<file path="src/rtl/jdpd_pkg.sv">
`timescale 1ns / 1ps

package jdpd_pkg;

  localparam int PWM_TOP_DEF = 255;

  localparam int TRIM_W = 6;
  localparam int DUTY_W = 8;
  localparam int DIGIT_W = 4;
  localparam int CFG_IDX_W = 1;

  localparam logic OP_CMD  = 1'b0;
  localparam logic OP_TICK = 1'b1;

  localparam logic [CFG_IDX_W-1:0] REG_STRAIGHT_TRIM = 1'd0;
  localparam logic [CFG_IDX_W-1:0] REG_REVERSE_TRIM  = 1'd1;

  localparam logic [TRIM_W-1:0] STRAIGHT_TRIM_RST = 6'd10;
  localparam logic [TRIM_W-1:0] REVERSE_TRIM_RST  = 6'd8;

  localparam logic [DIGIT_W-1:0] DIGIT_MAX    = 4'd9;
  localparam logic [DIGIT_W-1:0] DIGIT_CENTER = 4'd4;
  localparam logic [DIGIT_W-1:0] DIGIT_RST    = 4'd1;

  localparam int PIN_FA = 0;
  localparam int PIN_FB = 1;
  localparam int PIN_RA = 2;
  localparam int PIN_RB = 3;

  localparam int LAMP_REV   = 0;
  localparam int LAMP_LEFT  = 1;
  localparam int LAMP_RIGHT = 2;

  typedef enum logic [2:0] {
    ST_IDLE = 3'b001,
    ST_DEC  = 3'b010,
    ST_EXE  = 3'b100
  } state_e;

  typedef struct packed {
    logic load;
    logic decode;
    logic commit;
  } dp_cmd_t;

  // Duty for the speed taken from the vertical digit.
  function automatic logic [DUTY_W-1:0] speed_power(input logic [DIGIT_W-1:0] y);
    logic [DUTY_W-1:0] p;
    unique case (y)
      4'd0:    p = 8'd255;
      4'd1:    p = 8'd191;
      4'd2:    p = 8'd127;
      4'd3:    p = 8'd63;
      4'd5:    p = 8'd51;
      4'd6:    p = 8'd102;
      4'd7:    p = 8'd153;
      4'd8:    p = 8'd204;
      4'd9:    p = 8'd255;
      default: p = 8'd0;
    endcase
    return p;
  endfunction

  // Duty for the turn magnitude taken from the horizontal digit.
  function automatic logic [DUTY_W-1:0] turn_power(input logic [DIGIT_W-1:0] x);
    logic [DUTY_W-1:0] p;
    unique case (x)
      4'd0, 4'd8, 4'd9: p = 8'd255;
      4'd1, 4'd7:       p = 8'd191;
      4'd2, 4'd6:       p = 8'd127;
      4'd3, 4'd5:       p = 8'd63;
      default:          p = 8'd0;
    endcase
    return p;
  endfunction

  // Remaining share of the inner wheel in quarters: (100 - |turn|) / 25.
  function automatic logic [2:0] turn_factor(input logic [DIGIT_W-1:0] x);
    logic [2:0] f;
    unique case (x)
      4'd1, 4'd7: f = 3'd1;
      4'd2, 4'd6: f = 3'd2;
      4'd3, 4'd5: f = 3'd3;
      4'd4:       f = 3'd4;
      default:    f = 3'd0;
    endcase
    return f;
  endfunction

  function automatic logic [DUTY_W-1:0] sat_sub(input logic [DUTY_W-1:0] a,
                                                input logic [TRIM_W-1:0] b);
    logic [DUTY_W-1:0] bx;
    bx = DUTY_W'(b);
    return (a > bx) ? (a - bx) : '0;
  endfunction

endpackage

</file>
<file path="src/rtl/jdpd_cmd_if.sv">
`timescale 1ns / 1ps

interface jdpd_cmd_if;
  logic                             valid;
  logic                             ready;
  logic                             opcode;
  logic [jdpd_pkg::DIGIT_W-1:0]     x_digit;
  logic [jdpd_pkg::DIGIT_W-1:0]     y_digit;
  logic                             digits_valid;

  modport source (output valid, opcode, x_digit, y_digit, digits_valid, input ready);
  modport sink (input valid, opcode, x_digit, y_digit, digits_valid, output ready);
endinterface

</file>
<file path="src/rtl/jdpd_res_if.sv">
`timescale 1ns / 1ps

interface jdpd_res_if;
  logic                          valid;
  logic                          ready;
  logic                          fwd_pin_a;
  logic                          fwd_pin_b;
  logic                          rev_pin_a;
  logic                          rev_pin_b;
  logic [jdpd_pkg::DUTY_W-1:0]   duty_first;
  logic [jdpd_pkg::DUTY_W-1:0]   duty_second;
  logic                          reverse_lamp;
  logic                          left_lamp;
  logic                          right_lamp;

  modport source (output valid, fwd_pin_a, fwd_pin_b, rev_pin_a, rev_pin_b, duty_first,
                  duty_second, reverse_lamp, left_lamp, right_lamp, input ready);
  modport sink (input valid, fwd_pin_a, fwd_pin_b, rev_pin_a, rev_pin_b, duty_first,
                duty_second, reverse_lamp, left_lamp, right_lamp, output ready);
endinterface

</file>
<file path="src/rtl/joystick_differential_pwm_drive_unit.sv">
`timescale 1ns / 1ps

// Joystick differential drive with software PWM. Each accepted word is either a joystick
// command, which turns the two digits into the two motor duties, the lamps and the cleared
// direction pins, or a timer tick, which steps the PWM counter (0 to PWM_TOP) and drives the
// forward or reverse pin pair. Every word yields exactly one result word. The result word
// is offered after the controller's decode and execute states; a new word is taken only
// once the last one has left execute, and it is taken while the result still waits; only
// its execute step holds until that result is taken. The result fields are the block's
// state registers themselves. Trims are to be written through the configuration port
// while the block is idle; the block itself does not enforce this.
module joystick_differential_pwm_drive_unit #(
  parameter int PWM_TOP = jdpd_pkg::PWM_TOP_DEF
) (
  input  logic                              clk_i,
  input  logic                              rst_ni,
  jdpd_cmd_if.sink                          cmd_in,
  jdpd_res_if.source                        res_out,
  input  logic                              cfg_we_i,
  input  logic [jdpd_pkg::CFG_IDX_W-1:0]    cfg_idx_i,
  input  logic [jdpd_pkg::TRIM_W-1:0]       cfg_data_i
);

  jdpd_pkg::dp_cmd_t            cmd;
  logic [3:0]                   pins;
  logic [2:0]                   lamps;
  logic [jdpd_pkg::DUTY_W-1:0]  duty_first, duty_second;

  jdpd_ctrl u_ctrl (
    .clk_i       (clk_i),
    .rst_ni      (rst_ni),
    .in_valid_i  (cmd_in.valid),
    .in_ready_o  (cmd_in.ready),
    .out_valid_o (res_out.valid),
    .out_ready_i (res_out.ready),
    .cmd_o       (cmd)
  );

  jdpd_dp #(
    .PWM_TOP (PWM_TOP)
  ) u_dp (
    .clk_i          (clk_i),
    .rst_ni         (rst_ni),
    .cmd_i          (cmd),
    .opcode_i       (cmd_in.opcode),
    .x_digit_i      (cmd_in.x_digit),
    .y_digit_i      (cmd_in.y_digit),
    .digits_valid_i (cmd_in.digits_valid),
    .cfg_we_i       (cfg_we_i),
    .cfg_idx_i      (cfg_idx_i),
    .cfg_data_i     (cfg_data_i),
    .pins_o         (pins),
    .duty_first_o   (duty_first),
    .duty_second_o  (duty_second),
    .lamps_o        (lamps)
  );

  assign res_out.fwd_pin_a    = pins[jdpd_pkg::PIN_FA];
  assign res_out.fwd_pin_b    = pins[jdpd_pkg::PIN_FB];
  assign res_out.rev_pin_a    = pins[jdpd_pkg::PIN_RA];
  assign res_out.rev_pin_b    = pins[jdpd_pkg::PIN_RB];
  assign res_out.duty_first   = duty_first;
  assign res_out.duty_second  = duty_second;
  assign res_out.reverse_lamp = lamps[jdpd_pkg::LAMP_REV];
  assign res_out.left_lamp    = lamps[jdpd_pkg::LAMP_LEFT];
  assign res_out.right_lamp   = lamps[jdpd_pkg::LAMP_RIGHT];

endmodule

</file>
<file path="src/rtl/jdpd_ctrl.sv">
`timescale 1ns / 1ps

module jdpd_ctrl (
  input  logic                clk_i,
  input  logic                rst_ni,
  input  logic                in_valid_i,
  output logic                in_ready_o,
  output logic                out_valid_o,
  input  logic                out_ready_i,
  output jdpd_pkg::dp_cmd_t   cmd_o
);

  jdpd_pkg::state_e state_q, state_d;
  logic             out_valid_q, out_valid_d;
  logic             slot_free;

  assign slot_free = !out_valid_q || out_ready_i;

  always_comb begin
    state_d       = state_q;
    cmd_o         = '0;
    unique case (state_q)
      jdpd_pkg::ST_IDLE: begin
        if (in_valid_i) begin
          cmd_o.load = 1'b1;
          state_d    = jdpd_pkg::ST_DEC;
        end
      end
      jdpd_pkg::ST_DEC: begin
        cmd_o.decode = 1'b1;
        state_d      = jdpd_pkg::ST_EXE;
      end
      jdpd_pkg::ST_EXE: begin
        if (slot_free) begin
          cmd_o.commit = 1'b1;
          state_d      = jdpd_pkg::ST_IDLE;
        end
      end
      default: state_d = jdpd_pkg::ST_IDLE;
    endcase
  end

  always_comb begin
    if (cmd_o.commit) begin
      out_valid_d = 1'b1;
    end else if (out_ready_i) begin
      out_valid_d = 1'b0;
    end else begin
      out_valid_d = out_valid_q;
    end
  end

  always_ff @(posedge clk_i or negedge rst_ni) begin
    if (!rst_ni) begin
      state_q     <= jdpd_pkg::ST_IDLE;
      out_valid_q <= 1'b0;
    end else begin
      state_q     <= state_d;
      out_valid_q <= out_valid_d;
    end
  end

  assign in_ready_o  = (state_q == jdpd_pkg::ST_IDLE);
  assign out_valid_o = out_valid_q;

endmodule

</file>
<file path="src/rtl/jdpd_dp.sv">
`timescale 1ns / 1ps

module jdpd_dp #(
  parameter int PWM_TOP = jdpd_pkg::PWM_TOP_DEF
) (
  input  logic                              clk_i,
  input  logic                              rst_ni,
  input  jdpd_pkg::dp_cmd_t                 cmd_i,
  input  logic                              opcode_i,
  input  logic [jdpd_pkg::DIGIT_W-1:0]      x_digit_i,
  input  logic [jdpd_pkg::DIGIT_W-1:0]      y_digit_i,
  input  logic                              digits_valid_i,
  input  logic                              cfg_we_i,
  input  logic [jdpd_pkg::CFG_IDX_W-1:0]    cfg_idx_i,
  input  logic [jdpd_pkg::TRIM_W-1:0]       cfg_data_i,
  output logic [3:0]                        pins_o,
  output logic [jdpd_pkg::DUTY_W-1:0]       duty_first_o,
  output logic [jdpd_pkg::DUTY_W-1:0]       duty_second_o,
  output logic [2:0]                        lamps_o
);

  localparam int CntW = $clog2(PWM_TOP + 2);
  localparam int CmpW = (CntW > jdpd_pkg::DUTY_W) ? CntW : jdpd_pkg::DUTY_W;
  localparam int DW = jdpd_pkg::DUTY_W;
  localparam int GW = jdpd_pkg::DIGIT_W;

  // Accepted word.
  logic          op_q;
  logic [GW-1:0] x_q, y_q;
  logic          ok_q;

  // Decoded command.
  logic [DW-1:0] pwr_q, pwr_d;
  logic [2:0]    fac_q, fac_d;
  logic          spd_neg_q, spd_neg_d;
  logic          spd_zero_q, spd_zero_d;
  logic          turn_pos_q, turn_pos_d;
  logic          turn_neg_q, turn_neg_d;

  // Architectural state.
  logic [jdpd_pkg::TRIM_W-1:0] st_trim_q, rv_trim_q;
  logic [GW-1:0]   last_x_q, last_x_d, last_y_q, last_y_d;
  logic [CntW-1:0] cnt_q, cnt_d;
  logic [DW-1:0]   duty1_q, duty1_d, duty2_q, duty2_d;
  logic            neg_q, neg_d;
  logic [3:0]      pins_q, pins_d;
  logic [2:0]      lamps_q, lamps_d;

  logic            digits_ok;
  logic [GW-1:0]   ex, ey;
  logic [9:0]      prod;
  logic [DW-1:0]   reduced;
  logic [CntW-1:0] cnt_inc;
  logic            wrap;
  logic [CmpW-1:0] c_ext, d1_ext, d2_ext;

  always_comb begin
    digits_ok = ok_q && (x_q <= jdpd_pkg::DIGIT_MAX) && (y_q <= jdpd_pkg::DIGIT_MAX);
    ex        = digits_ok ? x_q : last_x_q;
    ey        = digits_ok ? y_q : last_y_q;
    last_x_d  = ex;
    last_y_d  = ey;
    spd_neg_d  = (ey < jdpd_pkg::DIGIT_CENTER);
    spd_zero_d = (ey == jdpd_pkg::DIGIT_CENTER);
    turn_neg_d = (ex < jdpd_pkg::DIGIT_CENTER);
    turn_pos_d = (ex > jdpd_pkg::DIGIT_CENTER);
    fac_d      = jdpd_pkg::turn_factor(ex);
    pwr_d      = spd_zero_d ? jdpd_pkg::turn_power(ex) : jdpd_pkg::speed_power(ey);
  end

  assign prod    = 10'(pwr_q) * 10'(fac_q);
  assign reduced = prod[9:2];

  assign cnt_inc = cnt_q + CntW'(1);
  assign wrap    = (cnt_inc > CntW'(PWM_TOP));
  assign c_ext   = CmpW'(cnt_inc);
  assign d1_ext  = CmpW'(duty1_q);
  assign d2_ext  = CmpW'(duty2_q);

  always_comb begin
    duty1_d = duty1_q;
    duty2_d = duty2_q;
    neg_d   = neg_q;
    pins_d  = pins_q;
    lamps_d = lamps_q;
    cnt_d   = cnt_q;
    if (op_q == jdpd_pkg::OP_TICK) begin
      cnt_d = wrap ? '0 : cnt_inc;
      if (!neg_q) begin
        pins_d[jdpd_pkg::PIN_FA] = (d1_ext > c_ext) || wrap;
        pins_d[jdpd_pkg::PIN_FB] = (d2_ext > c_ext) || wrap;
      end
      if ((duty1_q == '0) && (duty2_q == '0)) begin
        pins_d = '0;
      end
      if (neg_q) begin
        pins_d[jdpd_pkg::PIN_RA] = (d1_ext > c_ext) || wrap;
        pins_d[jdpd_pkg::PIN_RB] = (d2_ext > c_ext) || wrap;
      end
    end else begin
      neg_d                         = spd_neg_q;
      lamps_d[jdpd_pkg::LAMP_REV]   = spd_neg_q;
      lamps_d[jdpd_pkg::LAMP_LEFT]  = turn_neg_q;
      lamps_d[jdpd_pkg::LAMP_RIGHT] = turn_pos_q;
      if (spd_neg_q) begin
        pins_d[jdpd_pkg::PIN_FA] = 1'b0;
        pins_d[jdpd_pkg::PIN_FB] = 1'b0;
      end else begin
        pins_d[jdpd_pkg::PIN_RA] = 1'b0;
        pins_d[jdpd_pkg::PIN_RB] = 1'b0;
      end
      if (spd_zero_q) begin
        duty1_d = turn_neg_q ? pwr_q : '0;
        duty2_d = turn_pos_q ? pwr_q : '0;
      end else if (turn_pos_q) begin
        duty1_d = spd_neg_q ? jdpd_pkg::sat_sub(reduced, rv_trim_q) : reduced;
        duty2_d = pwr_q;
      end else if (turn_neg_q) begin
        duty1_d = spd_neg_q ? jdpd_pkg::sat_sub(pwr_q, rv_trim_q) : pwr_q;
        duty2_d = reduced;
      end else begin
        duty1_d = pwr_q;
        duty2_d = jdpd_pkg::sat_sub(pwr_q, st_trim_q);
      end
    end
  end

  always_ff @(posedge clk_i) begin
    if (cmd_i.load) begin
      op_q <= opcode_i;
      x_q  <= x_digit_i;
      y_q  <= y_digit_i;
      ok_q <= digits_valid_i;
    end
    if (cmd_i.decode) begin
      pwr_q      <= pwr_d;
      fac_q      <= fac_d;
      spd_neg_q  <= spd_neg_d;
      spd_zero_q <= spd_zero_d;
      turn_pos_q <= turn_pos_d;
      turn_neg_q <= turn_neg_d;
    end
  end

  always_ff @(posedge clk_i or negedge rst_ni) begin
    if (!rst_ni) begin
      st_trim_q <= jdpd_pkg::STRAIGHT_TRIM_RST;
      rv_trim_q <= jdpd_pkg::REVERSE_TRIM_RST;
      last_x_q  <= jdpd_pkg::DIGIT_RST;
      last_y_q  <= jdpd_pkg::DIGIT_RST;
      cnt_q     <= '0;
      duty1_q   <= '0;
      duty2_q   <= '0;
      neg_q     <= 1'b0;
      pins_q    <= '0;
      lamps_q   <= '0;
    end else begin
      if (cfg_we_i) begin
        unique case (cfg_idx_i)
          jdpd_pkg::REG_STRAIGHT_TRIM: st_trim_q <= cfg_data_i;
          jdpd_pkg::REG_REVERSE_TRIM:  rv_trim_q <= cfg_data_i;
          default: ;
        endcase
      end
      if (cmd_i.decode && (op_q == jdpd_pkg::OP_CMD)) begin
        last_x_q <= last_x_d;
        last_y_q <= last_y_d;
      end
      if (cmd_i.commit) begin
        cnt_q   <= cnt_d;
        duty1_q <= duty1_d;
        duty2_q <= duty2_d;
        neg_q   <= neg_d;
        pins_q  <= pins_d;
        lamps_q <= lamps_d;
      end
    end
  end

  assign pins_o        = pins_q;
  assign duty_first_o  = duty1_q;
  assign duty_second_o = duty2_q;
  assign lamps_o       = lamps_q;

endmodule

</file>
<file path="src/flat_wrapper.sv">
// flat-port wrapper written by rule: the top's interface ports become plain ports
module joystick_differential_pwm_drive_unit_flat 
#(
  parameter int PWM_TOP = jdpd_pkg::PWM_TOP_DEF
)
  (clk_i, rst_ni, cfg_we_i, cfg_idx_i, cfg_data_i, cmd_in_valid, cmd_in_opcode, cmd_in_x_digit, cmd_in_y_digit, cmd_in_digits_valid, cmd_in_ready, res_out_valid, res_out_fwd_pin_a, res_out_fwd_pin_b, res_out_rev_pin_a, res_out_rev_pin_b, res_out_duty_first, res_out_duty_second, res_out_reverse_lamp, res_out_left_lamp, res_out_right_lamp, res_out_ready);
  jdpd_cmd_if cmd_in_i ();
  jdpd_res_if res_out_i ();
  input  logic clk_i;
  input  logic rst_ni;
  input  logic cfg_we_i;
  input  logic [jdpd_pkg::CFG_IDX_W-1:0] cfg_idx_i;
  input  logic [jdpd_pkg::TRIM_W-1:0] cfg_data_i;
  input wire logic [$bits(cmd_in_i.valid)-1:0] cmd_in_valid;
  input wire logic [$bits(cmd_in_i.opcode)-1:0] cmd_in_opcode;
  input wire logic [$bits(cmd_in_i.x_digit)-1:0] cmd_in_x_digit;
  input wire logic [$bits(cmd_in_i.y_digit)-1:0] cmd_in_y_digit;
  input wire logic [$bits(cmd_in_i.digits_valid)-1:0] cmd_in_digits_valid;
  output wire logic [$bits(cmd_in_i.ready)-1:0] cmd_in_ready;
  output wire logic [$bits(res_out_i.valid)-1:0] res_out_valid;
  output wire logic [$bits(res_out_i.fwd_pin_a)-1:0] res_out_fwd_pin_a;
  output wire logic [$bits(res_out_i.fwd_pin_b)-1:0] res_out_fwd_pin_b;
  output wire logic [$bits(res_out_i.rev_pin_a)-1:0] res_out_rev_pin_a;
  output wire logic [$bits(res_out_i.rev_pin_b)-1:0] res_out_rev_pin_b;
  output wire logic [$bits(res_out_i.duty_first)-1:0] res_out_duty_first;
  output wire logic [$bits(res_out_i.duty_second)-1:0] res_out_duty_second;
  output wire logic [$bits(res_out_i.reverse_lamp)-1:0] res_out_reverse_lamp;
  output wire logic [$bits(res_out_i.left_lamp)-1:0] res_out_left_lamp;
  output wire logic [$bits(res_out_i.right_lamp)-1:0] res_out_right_lamp;
  input wire logic [$bits(res_out_i.ready)-1:0] res_out_ready;
  assign cmd_in_i.valid = cmd_in_valid;
  assign cmd_in_i.opcode = cmd_in_opcode;
  assign cmd_in_i.x_digit = cmd_in_x_digit;
  assign cmd_in_i.y_digit = cmd_in_y_digit;
  assign cmd_in_i.digits_valid = cmd_in_digits_valid;
  assign cmd_in_ready = cmd_in_i.ready;
  assign res_out_valid = res_out_i.valid;
  assign res_out_fwd_pin_a = res_out_i.fwd_pin_a;
  assign res_out_fwd_pin_b = res_out_i.fwd_pin_b;
  assign res_out_rev_pin_a = res_out_i.rev_pin_a;
  assign res_out_rev_pin_b = res_out_i.rev_pin_b;
  assign res_out_duty_first = res_out_i.duty_first;
  assign res_out_duty_second = res_out_i.duty_second;
  assign res_out_reverse_lamp = res_out_i.reverse_lamp;
  assign res_out_left_lamp = res_out_i.left_lamp;
  assign res_out_right_lamp = res_out_i.right_lamp;
  assign res_out_i.ready = res_out_ready;
  joystick_differential_pwm_drive_unit #(.PWM_TOP(PWM_TOP)) u_core (.clk_i(clk_i), .rst_ni(rst_ni), .cmd_in(cmd_in_i), .res_out(res_out_i), .cfg_we_i(cfg_we_i), .cfg_idx_i(cfg_idx_i), .cfg_data_i(cfg_data_i));
endmodule
</file>
<file path="config.mk">
export PLATFORM = sky130hd
export DESIGN_NAME = joystick_differential_pwm_drive_unit_flat
export DESIGN_NICKNAME = d
export VERILOG_FILES = /design/src/rtl/jdpd_pkg.sv /design/src/rtl/jdpd_cmd_if.sv /design/src/rtl/jdpd_res_if.sv /design/src/rtl/joystick_differential_pwm_drive_unit.sv /design/src/rtl/jdpd_ctrl.sv /design/src/rtl/jdpd_dp.sv /design/src/flat_wrapper.sv
export SDC_FILE = /design/constraint.sdc
export NUM_CORES = 1
export LEC_CHECK = 0
export ABC_AREA = 1
export BUFFER_PORTS_ARGS = -buffer_cell sky130_fd_sc_hd__buf_2
export CAP_MARGIN = 10
export CORE_ASPECT_RATIO = 1.2
export CORE_MARGIN = 10
export CORE_UTILIZATION = 35
export DETAILED_ROUTE_END_ITERATION = 12
export PLACE_DENSITY_LB_ADDON = 0.1
export SLEW_MARGIN = 40
export SYNTH_ARGS = -nofsm -noshare
export SYNTH_HDL_FRONTEND = slang
export SYNTH_SLANG_ARGS = --single-unit
</file>
<file path="constraint.sdc">
create_clock -name clk_i -period 4.2 [get_ports clk_i]
set_input_delay 1.05 -clock clk_i [delete_from_list [all_inputs] [get_ports clk_i]]
set_output_delay 1.05 -clock clk_i [all_outputs]
set_load 0.05 [all_outputs]
</file>
### After elaboration in Yosys (flattened, before gate mapping)

Memories as Yosys holds them, arrays and structs flattened.
Cells that the tools add are included.

| word-level totals | value |
|---|---|
| bits in registers | 82 |
| memory bits (read-only) | 256 |
| bits of input ports | 22 |
| logic and storage cells | 115 |
| memories | 2 |

| cells by class | value |
|---|---|
| add/sub/neg operators | 4 |
| multiply operators | 1 |
| magnitude comparators | 11 |
| equal/unequal tests | 16 |
| muxes and demuxes | 34 |
| bitwise operators | 2 |
| reduce and logical (&&, ||, !) cells | 22 |

Memory list:

| name | words | width | read ports | clocked after memory_dff | wr ports | RTL line | source |
|---|---|---|---|---|---|---|---|
| (name not given) | 16 | 8 | 1 | 0 | 0 | jdpd_pkg.sv:67 | `unique case (x)` |
| (name not given) | 16 | 8 | 1 | 0 | 0 | jdpd_pkg.sv:49 | `unique case (y)` |

Operators by type and width:

| kind | count |
|---|---|
| $mux W8 | 14 |
| $gt A8 B6 Y1 | 3 |
| $sub A8 B6 Y8 | 3 |
| $eq A4 B3 Y1 const B | 5 |
| $gt A8 B9 Y1 | 2 |
| $logic_not A8 Y1 | 2 |
| $mux W4 | 4 |
| $pmux W3 S4 | 1 |
| $mul A8 B3 Y10 | 1 |
| $reduce_and A2 Y1 | 5 |
| $add A9 B1 Y9 const B | 1 |
| $gt A9 B8 Y1 const B | 1 |
| $mux W9 | 1 |
| $pmux W3 S3 | 1 |
| $eq A4 B2 Y1 const B | 2 |
| $le A4 B4 Y1 const B | 2 |
| $lt A4 B3 Y1 const B | 2 |
| $mux W2 | 4 |
| $mux W1 | 7 |
| $mux W3 | 2 |
| $ne A2 B2 Y1 const B | 3 |
| $reduce_and A3 Y1 | 2 |
| $reduce_or A2 Y1 | 3 |
| $eq A4 B1 Y1 const B | 1 |
| other kinds (11) | 18 |

### Longest topological paths before layout

| logic depth | value |
|---|---|
| depth in word-level cells | 7 |
| gate-level depth with buffers | 25 |
| depth with buffers taken out | 25 |

### Cells and area by module

Synthesis repeated with hierarchy kept, for this count alone.

| unflattened totals | value |
|---|---|
| cell total of the unflattened synthesis | 794 |
| area, all modules | 5964.5 um2 |

By module, submodules not included:

| module | instances | cells each | area an instance (um2) |
|---|---|---|---|
| jdpd_dp | 1 | 767 | 5755.5 |
| jdpd_ctrl | 1 | 27 | 209.0 |

### Worst setup path after synthesis

No wires, ideal clock.

| path | value |
|---|---|
| kind | reg-to-reg |
| start point | register u_core.u_dp.pwr_q[5] |
| end point | register u_core.u_dp.duty1_q[7] (netlist: u_core.u_dp.duty_first_o[7]) |
| arrival time | 3.357 ns |
| required time | 4.122 ns |
| slack | 0.765 ns |
| stages on the path, launching flop included | 21 |
| buffers on the path | 0 |
| clock period less this slack | 3.435 ns |
| cells stage by stage | edfxtp_1 nand2_1 fa_1 inv_1 ha_1 fa_1 nand2_1 nand3_1 xor2_1 ha_1 nand2_1 inv_1 nand2_1 nand3_1 a21oi_1 nand3_1 nand2_1 nand3_1 nand2_1 nand2_1 a21oi_1 |

| between the ends | value |
|---|---|
| word-level cells in the longest chain between the ends | 6 |
| elaborated cells between the ends (all ways) | 12 |
| classes of those cells | add/sub: 2; mul: 1; order compare: 2; mux: 7 |

Ends and longest elaborated chain:

| element | RTL line | source |
|---|---|---|
| start: declaration | jdpd_dp.sv:33 | `logic [DW-1:0] pwr_q, pwr_d;` |
| start signal: assignment | jdpd_dp.sv:136 | `pwr_q <= pwr_d;` |
| $mul A8 B3 Y10 (tied with other cells) | jdpd_dp.sv:71 | `assign prod = 10'(pwr_q) * 10'(fac_q);` |
| $sub A8 B6 Y8 (tied with other cells) | jdpd_pkg.sv:94 | `return (a > bx) ? (a - bx) : '0;` |
| $mux W8 (on tied branches) | jdpd_pkg.sv:94, jdpd_dp.sv:119 |  |
| $mux W8 (on tied branches) | jdpd_dp.sv:116, jdpd_dp.sv:118 |  |
| $mux W8 (*) | jdpd_dp.sv:115 | `end else if (turn_pos_q) begin` |
| $mux W8 (*) | jdpd_dp.sv:112 | `if (spd_zero_q) begin` |
| end signal: assignment | jdpd_dp.sv:171 | `duty1_q <= duty1_d;` |
| end: declaration | jdpd_dp.sv:44 | `logic [DW-1:0] duty1_q, duty1_d, duty2_q, duty2_d;` |

Every way passes the cells marked *; elsewhere a longest branch is shown, timed or not.
A chain may end at the register's enable or synchronous reset.

### Final worst setup path

| path | value |
|---|---|
| start point | register u_core.u_dp.pwr_q[2] |
| end point | register u_core.u_dp.duty1_q[2] (netlist: u_core.u_dp.duty_first_o[2]) |

| between the ends | value |
|---|---|
| word-level cells in the longest chain between the ends | 6 |
| elaborated cells between the ends (all ways) | 13 |
| classes of those cells | add/sub: 2; mul: 1; order compare: 2; mux: 8 |

Ends and longest elaborated chain:

| element | RTL line |
|---|---|
| $mul A8 B3 Y10 (tied with other cells) | jdpd_dp.sv:71 |
| $sub A8 B6 Y8 (tied with other cells) | jdpd_pkg.sv:94 |
| $mux W8 (on tied branches) | jdpd_pkg.sv:94, jdpd_dp.sv:119 |
| $mux W8 (on tied branches) | jdpd_dp.sv:116, jdpd_dp.sv:118 |
| $mux W8 | jdpd_dp.sv:115 |
| $mux W8 (*) | jdpd_dp.sv:112 |

Marks and branches as above.

==> summary.md <==
| Metric | Value |
|---|---|
| Total number of vias | `5279` |
| WP data arrival | `4010 ps` |
| Setup total negative slack | `0 ps` |
| Status | `finished clean` |
| All-Layer GR Usage | `0.1467` |
| Crit. End Element | `flip-flop` |
| Syn_nets | `859` |
| Post-synthesis mux area share | `0` |
| Count of cell types in the netlist | `42` |
| FF-to-FF setup slack | `420 ps` |
| Total die area | `22350 um^2` |
| H-tree depth | `3` |
| CP Launch Point | `u_core.u_dp.pwr_q[2]$_DFFE_PP_` |
| Combinational power share | `0.608` |
| Final setup viols | `0` |
| Yosys warnings | `0` |
| Hold wc startpoint | `u_core.u_dp.pins_o[1]$_DFFE_PN0P_` |
| Initial Util | `0.3590` |
| Post-Synth XOR/XNOR Area | `0.02390` |
| HPWL Detailed | `13130 um` |
| Hold Path End | `u_core.u_dp.pins_o[1]$_DFFE_PN0P_` |
| Port buffer count | `46` |
| Mean area per synthesized cell | `7.528 um^2` |
| CP startpoint kind | `flip-flop` |
| Flop pwr share | `0.250` |
| Vias in the first global route | `5413` |
| Root Driver | `clkbuf_16` |
| Layout area overhead | `13.87%` |
| Leakage | `3.355 nW` |
| Net count reported at finish | `909` |
| Synth Area in Compound Gates | `0.1455` |
| Fin. Hold Viols | `0` |
| Clock Tree Buf Depth | `2` |
| Largest family of logic cells by synthesized area | `simple AND/OR/NAND/NOR gates` |
| IO Count | `47` |
| Fraction of layout cells with a size suffix above 1 | `0.1283` |
| Post-synthesis register bit count | `79` |
| Worst EP required | `4430 ps` |
| Die Y | `161.8 um` |
| Hold Crit Class | `reg2reg` |
| CTS tree | `built` |
| Syn Std Cell Area | `5864 um^2` |
| Net switching power | `0.002904 W` |
| DRT antenna net count | `0` |
| Antenna diodes | `0` |
| Fin Hold WS | `485.2 ps` |
| Crit Path Max Fanout | `8` |
| Number of buffers created by CTS | `9` |
| Antenna violations before repair | `0` |
| Wire per inst | `15.53 um` |
| Initial DRT Pass Iterations | `5` |
| Total of max-cap violations | `0` |
| Post-Synth Adder-Cell Area | `0.1365` |
| FP Rows | `51` |
| Final period util | `0.8992` |
| Post-Synth Simple-Gate Area | `0.2454` |
| First-pass GRT wire length | `27160 um` |
| Largest net degree at the start of global routing | `33` |
| Global route total overflow | `0` |
| Slew Limit Fails | `0` |
| Pwr Density | `827.8 nW/um^2` |
| WL final | `16240 um` |
| Drt first-iter violations | `342` |
| Peak VDD IR | `0.2456 mV` |
| Cts hold-fix bufs | `0` |
| Clock Pin Slew Worst Setup and Hold Paths | `70 ps` |
| Switch share | `0.5254` |
| R2r startpoint | `u_core.u_dp.pwr_q[2]$_DFFE_PP_` |
| Slew @ Worst Pin | `772.4 ps` |
| Drt via density | `5.047` |
| Max transition margin | `0.4851` |
| Sequential share of the synthesized area | `0.3580` |
| Clk sinks | `79` |
| Internal | `0.002624 W` |
| Worst skew pair latency | `350 ps` |
| Reg2reg end | `u_core.u_dp.duty_first_o[2]$_DFFE_PN0P_` |
| Die width | `138.2 um` |
| Setup bufs post-CTS | `0` |
| Filler instances | `1708` |
| Maximum clock frequency | `264.8 MHz` |
| RSZ-0062 raised after global routing | `no` |
| Path depth of the worst reg2reg path | `20` |
| Worst hold path depth | `2` |
| DR DRC count | `0` |
| Clock power frac | `0.142` |
| Core area | `16340 um^2` |
| Cell count after synthesis | `779` |
| GP Congestion | `0.9698` |
| Layout Skew | `8.917 ps` |
| Minimum clock period | `3777 ps` |
| Crit path kind | `reg2reg` |
| Post-CTS sizing | `0` |
routing by layer:
metal / part of all wire / GRT usage
met5: 0 / 0
met4: 0.033 / 0.07774
met3: 0.047 / 0.02771
met2: 0.48 / 0.2483
met1: 0.44 / 0.1726
how the worst max path moves through the flow:
stage	end	slack, ps	depth (start not counted)
6_report	u_core.u_dp.duty_first_o[2]$_DFFE_PN0P_	420	20
2_1_floorplan	u_core.u_dp.duty_first_o[7]$_DFFE_PN0P_	770	20
4_1_cts	u_core.u_dp.duty_first_o[2]$_DFFE_PN0P_	420	20
5_1_grt	u_core.u_dp.duty_first_o[6]$_DFFE_PN0P_	5	24
3_5_place_dp	u_core.u_dp.duty_first_o[2]$_DFFE_PN0P_	420	20
3_3_place_gp	u_core.u_dp.duty_first_o[7]$_DFFE_PN0P_	510	20
power by group through the flow:
stage               Clock, W  Combinational (W)  Sequential (W)
finish              0.000786            0.00336         0.00138
CTS                 0.000804            0.00336         0.00138
detailed placement         0            0.00335         0.00140
global route        0.000841            0.00381         0.00142
floorplan                  0            0.00213         0.00169
global placement           0            0.00329         0.00138
cells by family after synthesis:
family / after synthesis
AO/OA/AOI/OAI: 154
XOR/XNOR: 16
adder cells (fa/ha/maj): 58
buffers and inverters: 140
flip-flops: 79
AND/OR/NAND/NOR: 332
synth_stat cells, drive strengths merged:
cell type / instances / share of area
a211oi: 1 / 0.0013
a21boi: 1 / 0.0013
a21o: 1 / 0.0013
a21oi: 63 / 0.054
a22oi: 1 / 0.0013
a31oi: 5 / 0.0053
buf: 5 / 0.0043
clkbuf: 9 / 0.0058
clkinv: 1 / 0.00064
dfrtp: 50 / 0.21
dfstp: 6 / 0.027
edfxtp: 23 / 0.12
fa: 10 / 0.034
ha: 48 / 0.10
inv: 125 / 0.080
nand2: 195 / 0.13
nand3: 44 / 0.041
nand4: 15 / 0.016
nor2: 56 / 0.040
nor3: 10 / 0.0094
nor4: 6 / 0.0064
o2111ai: 1 / 0.0015
o211ai: 5 / 0.0064
o21a: 1 / 0.0013
o21ai: 65 / 0.059
o21bai: 1 / 0.0013
o221ai: 1 / 0.0015
o22ai: 4 / 0.0043
o31ai: 4 / 0.0051
or2: 6 / 0.0064
xnor2: 5 / 0.0075
xor2: 11 / 0.016
flip-flops by register name, summed over array words and instances (netlist names), 6 cells and up:
| register | flops |
|---|---|
| u_core.u_dp.cnt_q | 9 |
| u_core.u_dp.duty_first_o | 8 |
| u_core.u_dp.duty_second_o | 8 |
| u_core.u_dp.pwr_q | 6 |
| u_core.u_dp.rv_trim_q | 6 |
| u_core.u_dp.st_trim_q | 6 |
worst max-delay path, cell delays in order, from the launching register on:
cell	delay, ps
edfxtp_1	570
nand2_1	140
fa_1	550
inv_1	40
ha_1	340
nand2_1	100
nand3_1	140
or2_2	300
nand2_1	80
inv_1	70
ha_1	350
nand2_1	100
inv_1	30
o21ai_0	140
nand3_1	80
nand2_1	80
nand3_1	180
nand3_1	120
nand3_1	80
nand2_1	110
a21oi_1	60
cells in the final DEF, fill, tap and decap left out, types with 10 or more instances in the layout:
master      n
nand4_1    15
dfrtp_1    50
o21ai_0    54
inv_1     116
fa_1       10
nor2_1     53
a21oi_1    62
ha_1       48
buf_2      45
nand2_1   190
edfxtp_1   23
nand3_1    42
xor2_1     11
area by class of cell:
type / instances / area [um^2] / area share
Timing Repair Buffer: 53 / 285.3 / 0.04272
Clock buffer: 9 / 225.2 / 0.03373
Clock inverter: 7 / 70.07 / 0.01049
Sequential cell: 79 / 2100 / 0.3144
Multi-Input combinational cell: 560 / 3259 / 0.4881
Inverter: 126 / 473.0 / 0.07083
Tap cell: 212 / 265.3 / 0.03972
metrics by stage:
| stage | setup slack [ps] | cell area [um^2] | instances | power [W] | utilization |
|---|---|---|---|---|---|
| after floorplan | 765.1 | 5864 | 779 | 0.003814 | - |
| after global placement | 514.1 | 6365 | 1030 | 0.004672 | 0.3896 |
| after detailed placement | 422.2 | 6380 | 1030 | 0.004745 | 0.3905 |
| after CTS | 416.0 | 6675 | 1046 | 0.005548 | 0.4086 |
| after global routing | 4.661 | 6678 | 1046 | 0.006078 | 0.4088 |
| final | 423.4 | 6678 | 1046 | 0.005528 | 0.4088 |
Note: power is estimated with default switching activity, not from simulation.
